## src/vmmu_pkg.sv

```systemverilog
// ----------------------------------------------------------------------------
// vmmu_pkg
// Shared types and constants for the move unit with addressing modes.
// ----------------------------------------------------------------------------
package vmmu_pkg;

	localparam int MEM_ADDR_BITS = 16;
	localparam int REG_COUNT     = 256;
	localparam int REG_IDX_BITS  = $clog2(REG_COUNT);
	localparam logic [63:0] ADDR48_MASK = 64'h0000FFFFFFFFFFFF;

	// destination modes
	localparam logic [1:0] DST_REG    = 2'd0;
	localparam logic [1:0] DST_ABS    = 2'd1;
	localparam logic [1:0] DST_OFF    = 2'd2;
	localparam logic [1:0] DST_SCALED = 2'd3;

	// source modes
	localparam logic [2:0] SRC_IMM    = 3'd0;
	localparam logic [2:0] SRC_REG    = 3'd1;
	localparam logic [2:0] SRC_ABS    = 3'd2;
	localparam logic [2:0] SRC_OFF    = 3'd3;
	localparam logic [2:0] SRC_SCALED = 3'd4;

	// Decoded instruction passed from front to back
	typedef struct packed {
		logic [1:0]  dmode;
		logic [2:0]  smode;
		logic [3:0]  nbytes;
		logic [7:0]  dst_reg;
		logic [7:0]  dst_index_reg;
		logic [5:0]  dst_shift;
		logic [47:0] dst_disp;
		logic [7:0]  src_reg;
		logic [7:0]  src_index_reg;
		logic [5:0]  src_shift;
		logic [63:0] src_disp;
	} instr_t;

	function automatic logic [63:0] width_mask(input logic [3:0] nb);
		logic [63:0] m;
		case (nb)
			4'd1:    m = 64'h00000000000000FF;
			4'd2:    m = 64'h000000000000FFFF;
			4'd4:    m = 64'h00000000FFFFFFFF;
			4'd6:    m = 64'h0000FFFFFFFFFFFF;
			default: m = 64'hFFFFFFFFFFFFFFFF;
		endcase
		return m;
	endfunction

endpackage

```

## src/vmmu_front.sv

```systemverilog
// ----------------------------------------------------------------------------
// vmmu_front
// Accepts items, drops unknown opcodes, decodes modes and width, and
// queues decoded instructions for the back end (two-entry queue).
// ----------------------------------------------------------------------------
module vmmu_front import vmmu_pkg::*; (
	input  logic        clk,
	input  logic        arst_n,
	input  logic        in_valid,
	output logic        in_ready,
	input  logic [4:0]  opcode,
	input  logic [2:0]  width_code,
	input  logic [7:0]  dst_reg,
	input  logic [7:0]  dst_index_reg,
	input  logic [5:0]  dst_shift,
	input  logic [47:0] dst_disp,
	input  logic [7:0]  src_reg,
	input  logic [7:0]  src_index_reg,
	input  logic [5:0]  src_shift,
	input  logic [63:0] src_disp,
	output logic        q_valid,
	input  logic        q_pop,
	output instr_t      q_data
);

	instr_t     fifo_q [2];
	logic       wr_ptr_q, rd_ptr_q;
	logic [1:0] count_q;
	instr_t     dec;
	logic       push, legal;

	assign in_ready = (count_q != 2'd2);
	assign legal    = (opcode < 5'd20);
	assign push     = in_valid && in_ready && legal;
	assign q_valid  = (count_q != 2'd0);
	assign q_data   = fifo_q[rd_ptr_q];

	// decode; opcode is dst mode * 5 + src mode, split by range compares
	always_comb begin
		dec = '0;
		if (opcode >= 5'd15) begin
			dec.dmode = DST_SCALED;
			dec.smode = 3'(opcode - 5'd15);
		end else if (opcode >= 5'd10) begin
			dec.dmode = DST_OFF;
			dec.smode = 3'(opcode - 5'd10);
		end else if (opcode >= 5'd5) begin
			dec.dmode = DST_ABS;
			dec.smode = 3'(opcode - 5'd5);
		end else begin
			dec.dmode = DST_REG;
			dec.smode = 3'(opcode);
		end
		case (width_code)
			3'd0:    dec.nbytes = 4'd1;
			3'd1:    dec.nbytes = 4'd2;
			3'd2:    dec.nbytes = 4'd4;
			3'd3:    dec.nbytes = 4'd6;
			default: dec.nbytes = 4'd8;
		endcase
		dec.dst_reg       = dst_reg;
		dec.dst_index_reg = dst_index_reg;
		dec.dst_shift     = dst_shift;
		dec.dst_disp      = dst_disp;
		dec.src_reg       = src_reg;
		dec.src_index_reg = src_index_reg;
		dec.src_shift     = src_shift;
		dec.src_disp      = src_disp;
	end

	// queue storage
	always_ff @(posedge clk) begin
		if (push) fifo_q[wr_ptr_q] <= dec;
	end

	// queue pointers
	always_ff @(posedge clk or negedge arst_n) begin
		if (!arst_n) begin
			wr_ptr_q <= 1'b0;
			rd_ptr_q <= 1'b0;
			count_q  <= 2'd0;
		end else begin
			if (push) wr_ptr_q <= ~wr_ptr_q;
			if (q_pop) rd_ptr_q <= ~rd_ptr_q;
			count_q <= count_q + 2'(push) - 2'(q_pop);
		end
	end

	a_no_overflow: assert property (@(posedge clk) disable iff (!arst_n)
		count_q == 2'd2 |-> !push) else $error("queue overflow");
	a_no_underflow: assert property (@(posedge clk) disable iff (!arst_n)
		q_pop |-> count_q != 2'd0) else $error("queue underflow");
	a_count_range: assert property (@(posedge clk) disable iff (!arst_n)
		count_q != 2'd3) else $error("queue count invalid");

endmodule

```

## config.mk

```make
export PLATFORM = sky130hd
export DESIGN_NAME = vmmu_front
export DESIGN_NICKNAME = d
export VERILOG_FILES = /design/src/vmmu_pkg.sv /design/src/vmmu_front.sv
export SDC_FILE = /design/constraint.sdc
export NUM_CORES = 1
export LEC_CHECK = 0
export BUFFER_PORTS_ARGS = -buffer_cell sky130_fd_sc_hd__buf_4
export CAP_MARGIN = 0
export CORE_ASPECT_RATIO = 1.2
export CORE_MARGIN = 2
export CORE_UTILIZATION = 40
export DETAILED_ROUTE_END_ITERATION = 7
export REMOVE_ABC_BUFFERS = 1
export SLEW_MARGIN = 15
export SYNTH_ARGS = -nofsm -noshare
export SYNTH_HDL_FRONTEND = slang
export SYNTH_SLANG_ARGS = --single-unit
```

## constraint.sdc

```tcl
create_clock -name clk -period 15.4 [get_ports clk]
set_input_delay 0 -clock clk [delete_from_list [all_inputs] [get_ports clk]]
set_output_delay 0 -clock clk [all_outputs]
set_load 0.03 [all_outputs]
```

**Yosys cells after proc, flatten, opt, wreduce, memory -nomap -nowiden**

Memory sizes are Yosys's and may differ from the RTL's.
Cells that the tools add are included.

- Register bits: 4
- RAM bits: 330
- Input bits: 168
- Output and inout bits: 167
- Logic and storage cells: 29
- Memories kept: 1

Memory list:

| memory | words | bits a word | read ports | clocked after Yosys merged registers in | wr ports | line | source |
|---|---|---|---|---|---|---|---|
| fifo_q | 2 | 165 | 1 | 0 | 1 | vmmu_front.sv:26 | `instr_t fifo_q [2];` |

- $add $sub $neg: 5
- $lt $le $gt $ge: 4
- Eq/ne operators: 4
- Muxes and demuxes: 6
- Bitwise gates (word level): 2
- Reduce and logical (&&, ||, !) cells: 4

Operators by type and width:

| cell | number |
|---|---|
| 4-bit one-hot mux with 4 select lines | 1 |
| 5-bit by 4-bit greater-or-equal comparator with 1-bit output (second input constant) | 2 |
| 5-bit two-way mux | 2 |
| 3-bit by 2-bit == test with 1-bit output (second input constant) | 2 |
| 3-bit subtractor (second input constant) | 2 |
| 5-bit by 3-bit greater-or-equal comparator with 1-bit output (second input constant) | 1 |
| 5-bit less-than comparator (second input constant) | 1 |
| 4-bit two-way mux | 1 |
| 3-bit by 1-bit == test with 1-bit output (second input constant) | 1 |
| 3-bit logical NOT | 1 |
| 3-bit by 2-bit subtractor with 3-bit output (second input constant) | 1 |
| 2-bit by 1-bit adder with 2-bit output | 1 |
| 1-bit logical AND | 2 |
| 1-bit two-way mux | 2 |
| 2-bit != test (second input constant) | 1 |
| 1-bit inverter | 2 |
| 2-bit nonzero test | 1 |
| 2-bit by 1-bit subtractor with 2-bit output | 1 |

**Depth between registers and ports, before layout**

Gate-level depths: netlist of the first run.

- Depth in word-level cells: 5
- Mapped depth: 7
- Mapped depth without buffers: 7

**Worst setup path before layout of the first run**

Ideal clock, no wire load.

- Path kind: register -> register
- From: register count_q[1]
- To: memory fifo_q[0][0] (netlist name) (enable)
- Library setup time: 0.693 ns
- Arrival: 7.744 ns
- Data required time: 14.707 ns
- Slack: 6.963 ns
- Stages on the path, launching flop included: 4
- Buffers on the path: 0
- Clock period less this slack: 8.437 ns
- Path through: dfrtp_1 -> nand2b_1 -> nand3_1 -> nor2_1

- Cells in the longest elaborated chain, start to end: 5

RTL lines:

| item | line | source |
|---|---|---|
| start: declaration | vmmu_front.sv:28 | `logic [1:0] count_q;` |
| start signal: assignment | vmmu_front.sv:85 | `count_q <= count_q + 2'(push) - 2'(q_pop);` |
| 2-bit != test | vmmu_front.sv:32 | `assign in_ready = (count_q != 2'd2);` |
| via in_ready | vmmu_front.sv:10 | `output logic in_ready,` |
| 1-bit logical AND (2 in a row) | vmmu_front.sv:34 | `assign push = in_valid && in_ready && legal;` |
| 1-bit two-way mux | vmmu_front.sv:73 | `if (push) fifo_q[wr_ptr_q] <= dec;` |
| 1-bit two-way mux (implied by the code) | vmmu_front.sv:73 |  |
| end: declaration | vmmu_front.sv:26 |  |

The timed path passes the listed nets, and every way through them passes these cells.

**Final worst setup path of the first run**

- From: register count_q[1]
- To: memory fifo_q[0][107] (netlist name) (enable)

- Cells in the longest elaborated chain, start to end: 5

RTL lines:

| item | line |
|---|---|
| 2-bit != test | vmmu_front.sv:32 |
| 1-bit logical AND (2 in a row) | vmmu_front.sv:34 |
| 1-bit two-way mux | vmmu_front.sv:73 |
| 1-bit two-way mux (implied by the code) | vmmu_front.sv:73 |

Every way passes these cells.

==> qor.yml, run 1 <==
synth:
  synth_cells: 568
  ys_warn_count: 0
  synth_async_sr_flop_share_pct: 1.198
  count_of_flip_flops_with_a_built_in_enable_after_synthesis: 330
  synth_seq_cells: 334
  ys.flop_type: "edfxtp_1"
  synth.distinct_cells: 29
  synth.cell_area_um2: 12330
  seq_area_frac_synth_pct: 81.19
  avgSynthCellArea_um2: 21.71
setup_path:
  cp_data_arrival_time_ps: 3070
  crit_path_start_kind: "register"
  crit_path_max_incr_delay_ps: 900
  critical_path.cell_chain: "nand2b_1 -> nand3_1 -> nor2_4 -> buf_4"
  critical_path.reg2reg.startpoint: "count_q[1]"
  cp_data_required_time_ps: 15510
  timing_worst_setup_path_type: "register to register"
  worstSetupEndpointType: "register"
  critical_path.max_fanout: 71
  rr_endpoint: "fifo_q[0][107]"
  rrSetupSlack_ps: 12440
  reg2reg_depth: 4
  cp_slowest_cell: "buf_4"
floorplanning:
  die_y_um: 196.3
  die_x_um: 164.3
  placementRows: 70
  core-area_um2: 30390
  die_area_um2: 32250
  io_pins: 335
  start_util_pct: 40.57
run_status:
  run_status: "completed"
route:
  first_pass_iters: 4
  post_drt_via_cell_ratio: 4.659
  dr_total_vias: 7077
  iteration_0_drc_markers: 381
  route.detailed.wl_per_inst_um: 18.01
  antenna_violating_nets_post_route: 0
  postRouteWirelength_mm: 27.35
  drt_drc_violations_left: 0
placement:
  routabilityCongestion: 0.7686
  port_buffers: 334
  detailed_place_hpwl_mm: 17.32
timing:
  fmax_mhz: 337.8
  clock_skew_ps: 12.17
  report.final.hold_viol_count: 0
  slew-limit-headroom_pct: 32.71
  tightestPinTransition_ps: 1007
  final-max-slew-violation-count: 0
  finalSetupViolations: 0
  setup-tns-final_ps: 0
  period_minus_slack_ps: 2960
  setup_repair_after_global_routing_missed_its_margin: "false"
  finalCritPeriodShare_pct: 19.22
cells_and_area:
  fillerInstances: 2334
  final_net_count: 1271
  area_delta_synth_final_pct: 46.77
  post_route_cells_drive_above_1_share_pct: 49.69
clock_network:
  cts_root_buffer: "clkbuf_16"
  clock_tree_from_tritoncts: "done"
  max-clock-path-buffers: 3
  cts_made_buffers: 35
  insertion_delay_ps: 500
  path_clk_slew_ps: 60
  htreeDepth: 2
  numClockSinks: 334
global_route:
  grt_antenna_before_repair: 4
  grt_first_pass_wirelength_mm: 40.33
  pin_count_of_the_biggest_net_entering_global_routing: 72
  grt_pass1_vias: 7457
  grt_remaining_overflow: 0
  track_usage_pct: 16.38
hold_path:
  timing.hold.worst.start: "opcode[2]"
  worst_hold_path.num_cells: 3
  hold_end: "fifo_q[1][162]"
  hp-class: "input port to register"
power_and_ir_drop:
  finalPower_mw: 3.145
  cellLeakagePower_nw: 6.777
  power.density_cell_area_nw_per_um2: 173.8
  vdd_drop_max_mv: 0.1071
job:
  drv_cap: 0
## worst max-delay path, delay by kind of cell (launching register included)
| kind | cells | cell delay, ps |
|---|---|---|
| and+or+nand+nor | 3 | 1230 |
| DFF | 1 | 400 |
| buffers and inverters | 1 | 900 |
## how the worst max path moves through the flow
stage          cells after the start              to  slack (ps)        from
2_1_floorplan                      3    fifo_q[0][0]        6960  count_q[1]
3_3_place_gp                       4  fifo_q[0][149]       12410  count_q[1]
3_5_place_dp                       4   fifo_q[0][16]       12350  count_q[1]
4_1_cts                            4   fifo_q[0][32]       12340  count_q[1]
5_1_grt                            4  fifo_q[0][108]       12220  count_q[1]
6_report                           4  fifo_q[0][107]       12440  count_q[1]
## cells by family (layout without fill, tap and decap cells)
group           count (synthesis)  count (layout)  synth area share (%)
fa+ha+maj                       9               9                0.9134
mux                           165             165                 15.07
flops                         334             334                 81.19
compound gates                 14              14                0.8119
xor+xnor                        7               7                0.4973
simple gates                   14              14                0.6192
buf+inv                        25             576                0.9032
other cells                     0               4                     0
## metrics by stage
step                cells  hold slack [ps]  setup slack [ps]  util (%)  area, um2
floorplan             549           -295.6              6963         -      12240
finish               1519            116.3             12440     59.54      18100
detailed placement   1285           -198.4             12350     50.37      15310
CTS                  1515            88.12             12340     59.51      18090
global placement     1285           -199.7             12410     50.37      15310
global route         1518            133.6             12220     59.53      18090
## per-layer routing
layer	GRT usage [%]	share of wire, %	routed length (um)
met1	18.60	37	10200
met2	29.20	53	14560
met3	3.869	6.1	1658
met4	7.050	3.4	940
met5	0	0	0
## synthesized netlist by cell type (2+ instances only)
cell | number | share of area, %
clkbuf_1 | 3 | 0.091
mux2_2 | 165 | 15
inv_1 | 6 | 0.18
o21ai_0 | 3 | 0.12
dfrtp_1 | 4 | 0.81
nor2b_1 | 3 | 0.15
a21oi_1 | 3 | 0.12
nor3_1 | 2 | 0.081
nor2_1 | 2 | 0.061
xnor2_1 | 5 | 0.36
buf_2 | 14 | 0.57
xor2_1 | 2 | 0.14
buf_1 | 2 | 0.061
nand3_1 | 2 | 0.081
ha_1 | 9 | 0.91
edfxtp_1 | 330 | 80
## sequential cells by signal, summed over array words and instances, names as in the netlist
name      flops
fifo_q      330
rd_ptr_q      1
wr_ptr_q      1
count_q       2
## where the power goes
part | internal [mW] | total (mW) | switching (mW)
clock network | 0.478 | 0.798 | 0.319
logic | 0.463 | 1.14 | 0.676
registers | 1.16 | 1.21 | 0.0441
## layout make-up
cell class | instances | area, um2 | area share, %
antenna | 4 | 10.01 | 0.05531
clock inverter | 17 | 121.4 | 0.6707
multi-input combinational | 209 | 2223 | 12.29
inverter | 6 | 22.52 | 0.1245
tap | 396 | 495.5 | 2.738
timing repair buffer | 508 | 4234 | 23.40
clock buffer | 45 | 975.9 | 5.393
sequential | 334 | 10010 | 55.33
## cells in the final DEF (no fill, tap or decap), drive strengths merged
cell / instances
o221ai: 1
a22o: 1
nor2: 2
o211ai: 1
a21o: 1
a211o: 1
inv: 6
o21ai: 3
a311o: 1
buf: 340
diode: 4
nor2b: 3
mux2: 165
nor3: 2
dlygate4sd3: 168
or2: 1
ha: 9
xnor2: 5
xor2: 2
nand2: 1
dfrtp: 4
and3: 1
nand2b: 1
clkbuf: 45
edfxtp: 330
a21oi: 3
bufinv: 2
clkinv: 15
a22oi: 1
nand3: 2
and2: 1
o311a: 1
## timing repair
| action | 4_1_cts | 5_1_grt |
|---|---|---|
| hold buffers | 168 | 0 |
| resized for setup | 0 | 0 |
| setup buffers | 0 | 0 |
| hold endpoints to repair | 337 | 0 |
Power figures use the tool's default switching activity.
==> run 2: changes to the inputs <==
Clock period 15.4 ns to 2.8 ns, I/O delays scaled along.
==> qor.yml, run 2 (synthesis gave the netlist of run 1 again) <==
power_and_ir_drop:
  cellLeakagePower_nw: 6.822  # was 6.777 nW
  power.density_cell_area_nw_per_um2: 960.8  # was 173.8 nW/um2
  vdd_drop_max_mv: 0.6422  # was 0.1071 mV
cells_and_area:
  largest_reg_flops: 330  # unchanged
  area_delta_synth_final_pct: 47.86  # was 46.77%
  largestRegisters: "fifo_q: 330 flops, count_q: 2 flops"  # unchanged
  post_layout_nonfiller_instances: 1519  # unchanged
  regMostFlops: "fifo_q"  # unchanged
  post_route_cells_drive_above_1_share_pct: 50.54  # was 49.69%
  mostFrequentLayoutCell: "buf_4"  # unchanged
  layout_common_cells: "335 x buf_4, 330 x edfxtp_1, 167 x dlygate4sd3_1"  # was 340 x buf_4, 330 x edfxtp_1, 168 x dlygate4sd3_1
  final_net_count: 1274  # was 1,271
  fillerInstances: 2292  # was 2,334
  fin_area_um2: 18230  # was 18,100 um2
  final_core_util_pct: 59.98  # was 59.54%
placement:
  port_buffers: 334  # unchanged
  routabilityCongestion: 0.7742  # was 0.7686
  dpl_cell_area_um2: 15430  # was 15,310 um2
  post_placement_worst_setup_slack_ps: 841.3  # was 12,350 ps
  placed_cells: 1288  # was 1,285
  detailed_place_hpwl_mm: 17.40  # was 17.32 mm
setup_path:
  critical_path.cell_chain: "buf_12 -> mux2_2 -> buf_4"  # was nand2b_1 -> nand3_1 -> nor2_4 -> buf_4
  cp_data_required_time_ps: 2800  # was 15,510 ps
  cp_slowest_cell: "dfrtp_4"  # was buf_4
  critical_path.max_fanout: 70  # was 71
  timing_worst_setup_path_type: "register to primary output"  # was register to register
  worstSetupEndpointType: "primary output"  # was register
  critical_path_buf_inv_count: 2  # was 1
  cp_data_arrival_time_ps: 2140  # was 3070 ps
  crit_path_start_kind: "register"  # unchanged
  cpLargestDelayFamily: "flip-flops"  # was simple AND/OR/NAND/NOR gates
  crit_path_max_incr_delay_ps: 610  # was 900 ps
global_route:
  track_usage_pct: 16.26  # was 16.38%
  pin_count_of_the_biggest_net_entering_global_routing: 71  # was 72
  grt_remaining_overflow: 0  # unchanged
  grt_pass1_vias: 7605  # was 7,457
  grt_antenna_before_repair: 2  # was 4
  grt_first_pass_wirelength_mm: 40.25  # was 40.33 mm
timing:
  tightestPinTransition_ps: 446.9  # was 1007 ps
  report.final.hold_viol_count: 0  # unchanged
  finalSetupViolations: 0  # unchanged
  slew-limit-headroom_pct: 70.21  # was 32.71%
  final-max-slew-violation-count: 0  # unchanged
  final.setup.worst_slack_ps: 656.8  # was 12,440 ps
  fmax_mhz: 466.6
  setup_repair_after_global_routing_missed_its_margin: "false"  # unchanged
  period_minus_slack_ps: 2143
  clock_skew_ps: 13.00  # was 12.17 ps
  finalCritPeriodShare_pct: 76.54
route:
  antenna_violating_nets_post_route: 0  # unchanged
  first_pass_iters: 4  # unchanged
  iteration_0_drc_markers: 422  # was 381
  dr_total_vias: 7071  # was 7,077
  postRouteWirelength_mm: 27.24  # was 27.35 mm
  drt_drc_violations_left: 0  # unchanged
  post_drt_via_cell_ratio: 4.655  # was 4.659
  route.detailed.wl_per_inst_um: 17.93  # was 18.01 um
clock_network:
  cts_root_buffer: "clkbuf_16"  # unchanged
  htreeDepth: 2  # unchanged
  insertion_delay_ps: 500  # about the same
  clock_tree_from_tritoncts: "done"  # unchanged
  numClockSinks: 334  # unchanged
  cts_made_buffers: 36  # was 35
  path_clk_slew_ps: 60  # about the same
  postCtsSetupBuffers: 0  # unchanged
  max-clock-path-buffers: 3  # unchanged
floorplanning:
  io_pins: 335  # unchanged
  die_x_um: 164.3  # unchanged
  start_util_pct: 40.57  # unchanged
  core-area_um2: 30390  # unchanged
  die_area_um2: 32250  # unchanged
  die_y_um: 196.3  # unchanged
  placementRows: 70  # unchanged
job:
  drv_cap: 0  # unchanged
run_status:
  run_status: "completed"  # unchanged
hold_path:
  hp-class: "input port to register"  # unchanged
==> run 2: cell count changes in the layout (fill, tap and decap cells not counted), sizes merged <==
| cell | previous run | this run |
|---|---|---|
| clkinv | 15 | 11 |
| buf | 340 | 343 |
| clkinvlp | 0 | 3 |
| clkbuf | 45 | 43 |
| bufinv | 2 | 3 |
| diode | 4 | 3 |
| dlygate4sd3 | 168 | 167 |
| inv | 6 | 7 |
==> run 2: repair_timing <==
| action | 4_1_cts | 5_1_grt |
|---|---|---|
| hold endpoints to repair | 335 | 0 |
| resized for setup | 0 | 0 |
| hold buffers | 167 | 0 |
==> run 2: path summary, 6_finish.rpt <==
| kind | startpoint | to | slack [ps] | cells past startpoint |
|---|---|---|---|---|
| max in group asynchronous | arst_n | rd_ptr_q | 2180 | 3 |
| min in group asynchronous | arst_n | count_q[0] | 420 | 3 |
| setup reg to reg | count_q[1] | fifo_q[0][150] | 820 | 4 |
| setup / recovery | rd_ptr_q | q_data[16] | 660 | 3 |
| hold / removal | opcode[3] | fifo_q[0][163] | 20 | 3 |
| hold reg to reg | count_q[1] | count_q[1] | 520 | 1 |
==> run 2: per-layer routing <==
metal	up-vias	global-route usage, %	part of all wire [%]	routed length, um
met5	-	0	0	0
met4	0	6.368	3.5	949
met3	55	3.911	6.1	1663
met2	209	28.95	52	14220
met1	3484	18.73	38	10400
li1	3323	-	-	-
==> run 2: worst reg2reg max path, cell delays in order (launching register included) <==
cell	delay [ps]
dfrtp_1	400
nand2b_1	110
nand3_1	260
nor2_4	390
buf_12	360
==> run 2: where the power goes <==
| part | internal, mW | total (mW) | switching (mW) |
|---|---|---|---|
| logic | 2.64 | 6.41 | 3.77 |
| clock network | 2.69 | 4.52 | 1.83 |
| registers | 6.38 | 6.59 | 0.206 |
| total | 11.7 | 17.5 | 5.80 |
==> run 2: final cells by class <==
| cell class | instances | area (um2) | share of cell area (%) |
|---|---|---|---|
| diodes | 3 | 7.507 | 0.04118 |
| clock buffers | 43 | 948.4 | 5.202 |
| clock inverters | 18 | 172.7 | 0.9472 |
| inverters | 6 | 22.52 | 0.1235 |
| multi-input cells | 209 | 2223 | 12.20 |
| flip-flops and latches | 334 | 10010 | 54.93 |
| well taps | 396 | 495.5 | 2.718 |
| repair buffers | 510 | 4347 | 23.84 |
==> run 2: through the flow <==
step	power (mW)	setup TNS, ps	hold WS, ps
2_1_floorplan	10.31	-2125590	-295.6
3_3_place_gp	12.95	0	-199.9
3_5_place_dp	12.98	0	-199.0
4_1_cts	17.75	0	1.969
5_1_grt	18.24	0	26.59
6_report	17.52	0	24.73
==> run 3: changes to the inputs <==
Settings changed: ABC_AREA set to 1.
Clock period 2.8 ns to 2.2 ns, I/O delays scaled along.
==> qor.yml, run 3 <==
run_status:
  run_status: "completed"  # unchanged
floorplanning:
  die_y_um: 197.4  # was 196.3 um
  die_x_um: 165.2  # was 164.3 um
  start_util_pct: 40.79  # was 40.57%
  io_pins: 335  # unchanged
  core-area_um2: 30570  # was 30,390 um2
  die_area_um2: 32600  # was 32,250 um2
  placementRows: 70  # unchanged
synth:
  synth.cell_area_um2: 12470  # was 12,330 um2
  avgSynthCellArea_um2: 20.99  # was 21.71 um2
  synth_top_area_cell: "edfxtp_1"  # unchanged
  yosys-top-cells-area: "edfxtp_1 79%, mux2_2 15%, buf_6 1.3%"  # was edfxtp_1 80%, mux2_2 15%, ha_1 0.91%
  synth.distinct_cells: 19  # was 29
  synth_cells: 594  # was 568
  ys_top_cells_by_count: "330 x edfxtp_1, 165 x mux2_2, 22 x nand2_1, 15 x inv_1, 14 x buf_6"  # was 330 x edfxtp_1, 165 x mux2_2, 14 x buf_2, 9 x ha_1, 6 x inv_1
  ys_warn_count: 0  # unchanged
  seq_area_frac_synth_pct: 80.28  # was 81.19%
  count_of_flip_flops_with_a_built_in_enable_after_synthesis: 330  # unchanged
  ys.flop_type: "edfxtp_1"  # unchanged
  synth_seq_cells: 334  # unchanged
  post-synth-top-count-cell: "edfxtp_1"  # unchanged
  synth_async_sr_flop_share_pct: 1.198  # unchanged
  post-synth-top-area-fraction_pct: 79.48  # was 80.37%
power_and_ir_drop:
  finalPower_mw: 22.29  # was 17.52 mW
  vdd_drop_max_mv: 0.7964  # was 0.6422 mV
  power.density_cell_area_nw_per_um2: 1214  # was 960.8 nW/um2
  cellLeakagePower_nw: 6.963  # was 6.822 nW
placement:
  placed_cells: 1326  # was 1,288
  routabilityCongestion: 0.7417  # was 0.7742
  port_buffers: 334  # unchanged
  post_placement_worst_setup_slack_ps: 424.7  # was 841.3 ps
  detailed_place_hpwl_mm: 17.72  # was 17.40 mm
timing:
  fmax_mhz: 502.5
  clock_skew_ps: 8.443  # was 13.00 ps
  finalSetupViolations: 0  # unchanged
  final.setup.worst_slack_ps: 209.9  # was 656.8 ps
  setup_repair_after_global_routing_missed_its_margin: "false"  # unchanged
  slew-limit-headroom_pct: 69.02  # was 70.21%
  period_minus_slack_ps: 1990
  report.final.hold_viol_count: 0  # unchanged
  finalCritPeriodShare_pct: 90.46
  final-max-slew-violation-count: 0  # unchanged
  tightestPinTransition_ps: 464.8  # was 446.9 ps
global_route:
  grt_pass1_vias: 7565  # was 7,605
  pin_count_of_the_biggest_net_entering_global_routing: 75  # was 71
  grt_antenna_before_repair: 2  # unchanged
  track_usage_pct: 16.29  # was 16.26%
  grt_first_pass_wirelength_mm: 40.63  # was 40.25 mm
  grt_remaining_overflow: 0  # unchanged
cells_and_area:
  final_core_util_pct: 60.08  # was 59.98%
  final_net_count: 1310  # was 1,274
  largest_reg_flops: 330  # unchanged
  mostFrequentLayoutCell: "buf_4"  # unchanged
  area_delta_synth_final_pct: 47.30  # was 47.86%
  post_route_cells_drive_above_1_share_pct: 49.26  # was 50.54%
  layout_common_cells: "342 x buf_4, 330 x edfxtp_1, 166 x dlygate4sd3_1"  # was 335 x buf_4, 330 x edfxtp_1, 167 x dlygate4sd3_1
  regMostFlops: "fifo_q"  # unchanged
  largestRegisters: "fifo_q: 330 flops, count_q: 2 flops"  # unchanged
  fillerInstances: 2269  # was 2,292
  post_layout_nonfiller_instances: 1552  # was 1,519
  register_area_um2: 10010  # unchanged
  multi_input_combinational_cell_area_um2: 2231  # was 2223 um2
clock_network:
  cts_made_buffers: 34  # was 36
  max-clock-path-buffers: 3  # unchanged
  cts_root_buffer: "clkbuf_16"  # unchanged
  path_clk_slew_ps: 60  # about the same
  insertion_delay_ps: 500  # about the same
  clock_tree_from_tritoncts: "done"  # unchanged
  htreeDepth: 2  # unchanged
  numClockSinks: 334  # unchanged
route:
  first_pass_iters: 7  # was 4
  iteration_0_drc_markers: 377  # was 422
  dr_total_vias: 7208  # was 7,071
  postRouteWirelength_mm: 27.66  # was 27.24 mm
  route.detailed.wl_per_inst_um: 17.82  # was 17.93 um
  antenna_violating_nets_post_route: 0  # unchanged
  drt_drc_violations_left: 0  # unchanged
  post_drt_via_cell_ratio: 4.644  # was 4.655
setup_path:
  cp_data_required_time_ps: 2200  # was 2800 ps
  timing_worst_setup_path_type: "register to primary output"  # unchanged
  cpLargestDelayFamily: "flip-flops"  # unchanged
  cp_data_arrival_time_ps: 1990  # was 2140 ps
  worstSetupEndpointType: "primary output"  # unchanged
  crit_path_max_incr_delay_ps: 640  # was 610 ps
  setup.worst_path.start: "rd_ptr_q"  # unchanged
  critical_path.max_fanout: 35  # was 70
  critical_path.reg2reg.startpoint: "count_q[1]"  # unchanged
  cp_slowest_cell: "dfrtp_4"  # unchanged
  critical_path.cell_chain: "buf_12 -> mux2_2 -> buf_4"  # unchanged
  crit_path_start_kind: "register"  # unchanged
  critical_path_buf_inv_count: 2  # unchanged
hold_path:
  hp-class: "input port to register"  # unchanged
  timing.hold.worst.start: "opcode[4]"  # was opcode[3]
job:
  drv_cap: 0  # unchanged
run 3: cell types whose count changed in the layout (fill, tap and decap cells not counted), sizes merged, moves of 2 or more:
cell	before	now
nand3	2	8
buf	343	356
clkbuf	43	45
a21oi	3	0
nor2	2	9
clkinvlp	3	0
xnor2	5	3
nor2b	3	0
diode	3	1
nand2	1	22
inv	7	15
run 3: final cells by class:
| type | instances | share of cell area, % |
|---|---|---|
| Antenna cell | 1 | 0.01363 |
| Clock buffer | 45 | 5.205 |
| Clock inverter | 13 | 0.5791 |
| Inverter | 15 | 0.3066 |
| Multi-Input combinational cell | 226 | 12.15 |
| Sequential cell | 334 | 54.52 |
| Tap cell | 396 | 2.698 |
| Timing Repair Buffer | 522 | 24.53 |
run 3: what timing repair did:
item | CTS | global route
hold buffers | 166 | 0
endpoints found under the hold margin | 333 | 0
setup buffers | 0 | 1
endpoints found under the setup margin | 0 | 3
gates resized for setup | 0 | 0
run 3: kinds of logic after synthesis:
family                     Yosys count  share of synthesized area [%]
muxes                              165                          14.90
xor gates and xnor gates             5                         0.3513
and+or+nand+nor                     42                          1.395
AOI/OAI and AO/OA                    5                         0.2207
buffers and inverters               34                          1.947
adders and majority gates            9                         0.9032
DFF                                334                          80.28
run 3: worst register-to-register path: cells and delay by family (launching register included):
family,cells,cell delay (ps)
flops,1,390
buf+inv,1,360
simple gates,3,590
run 3: final timing paths:
path                             endpoint  slack (ps)  cells after the start
setup / recovery              q_data[138]         210                      3
hold / removal             fifo_q[0][161]          20                      5
setup reg to reg             fifo_q[1][2]         430                      4
hold reg to reg                count_q[0]         540                      1
max in group asynchronous        rd_ptr_q        1600                      3
min in group asynchronous        rd_ptr_q         420                      3
run 3: power breakdown:
part	switching (mW)	internal [mW]	total, mW
Clock	2.21	3.27	5.48
Combinational	4.87	3.55	8.42
Sequential	0.269	8.12	8.39
run 3: routing by layer:
metal	global-route usage (%)	vias to the layer above	routed length (um)
met5	0	-	11
met4	6.184	2	878
met3	4.766	59	1849
met2	29.12	218	14700
met1	18.22	3548	10220
li1	-	3381	-
run 3: through the flow:
step	area [um2]	TNS (ps)	hold slack, ps
after global placement	15620	0	-200.8
after detailed placement	15620	0	-200.7
after global routing	18370	0	13.34
after CTS	18350	0	3.499
after floorplan	12280	-2412680	-295.6
final	18370	0	22.11
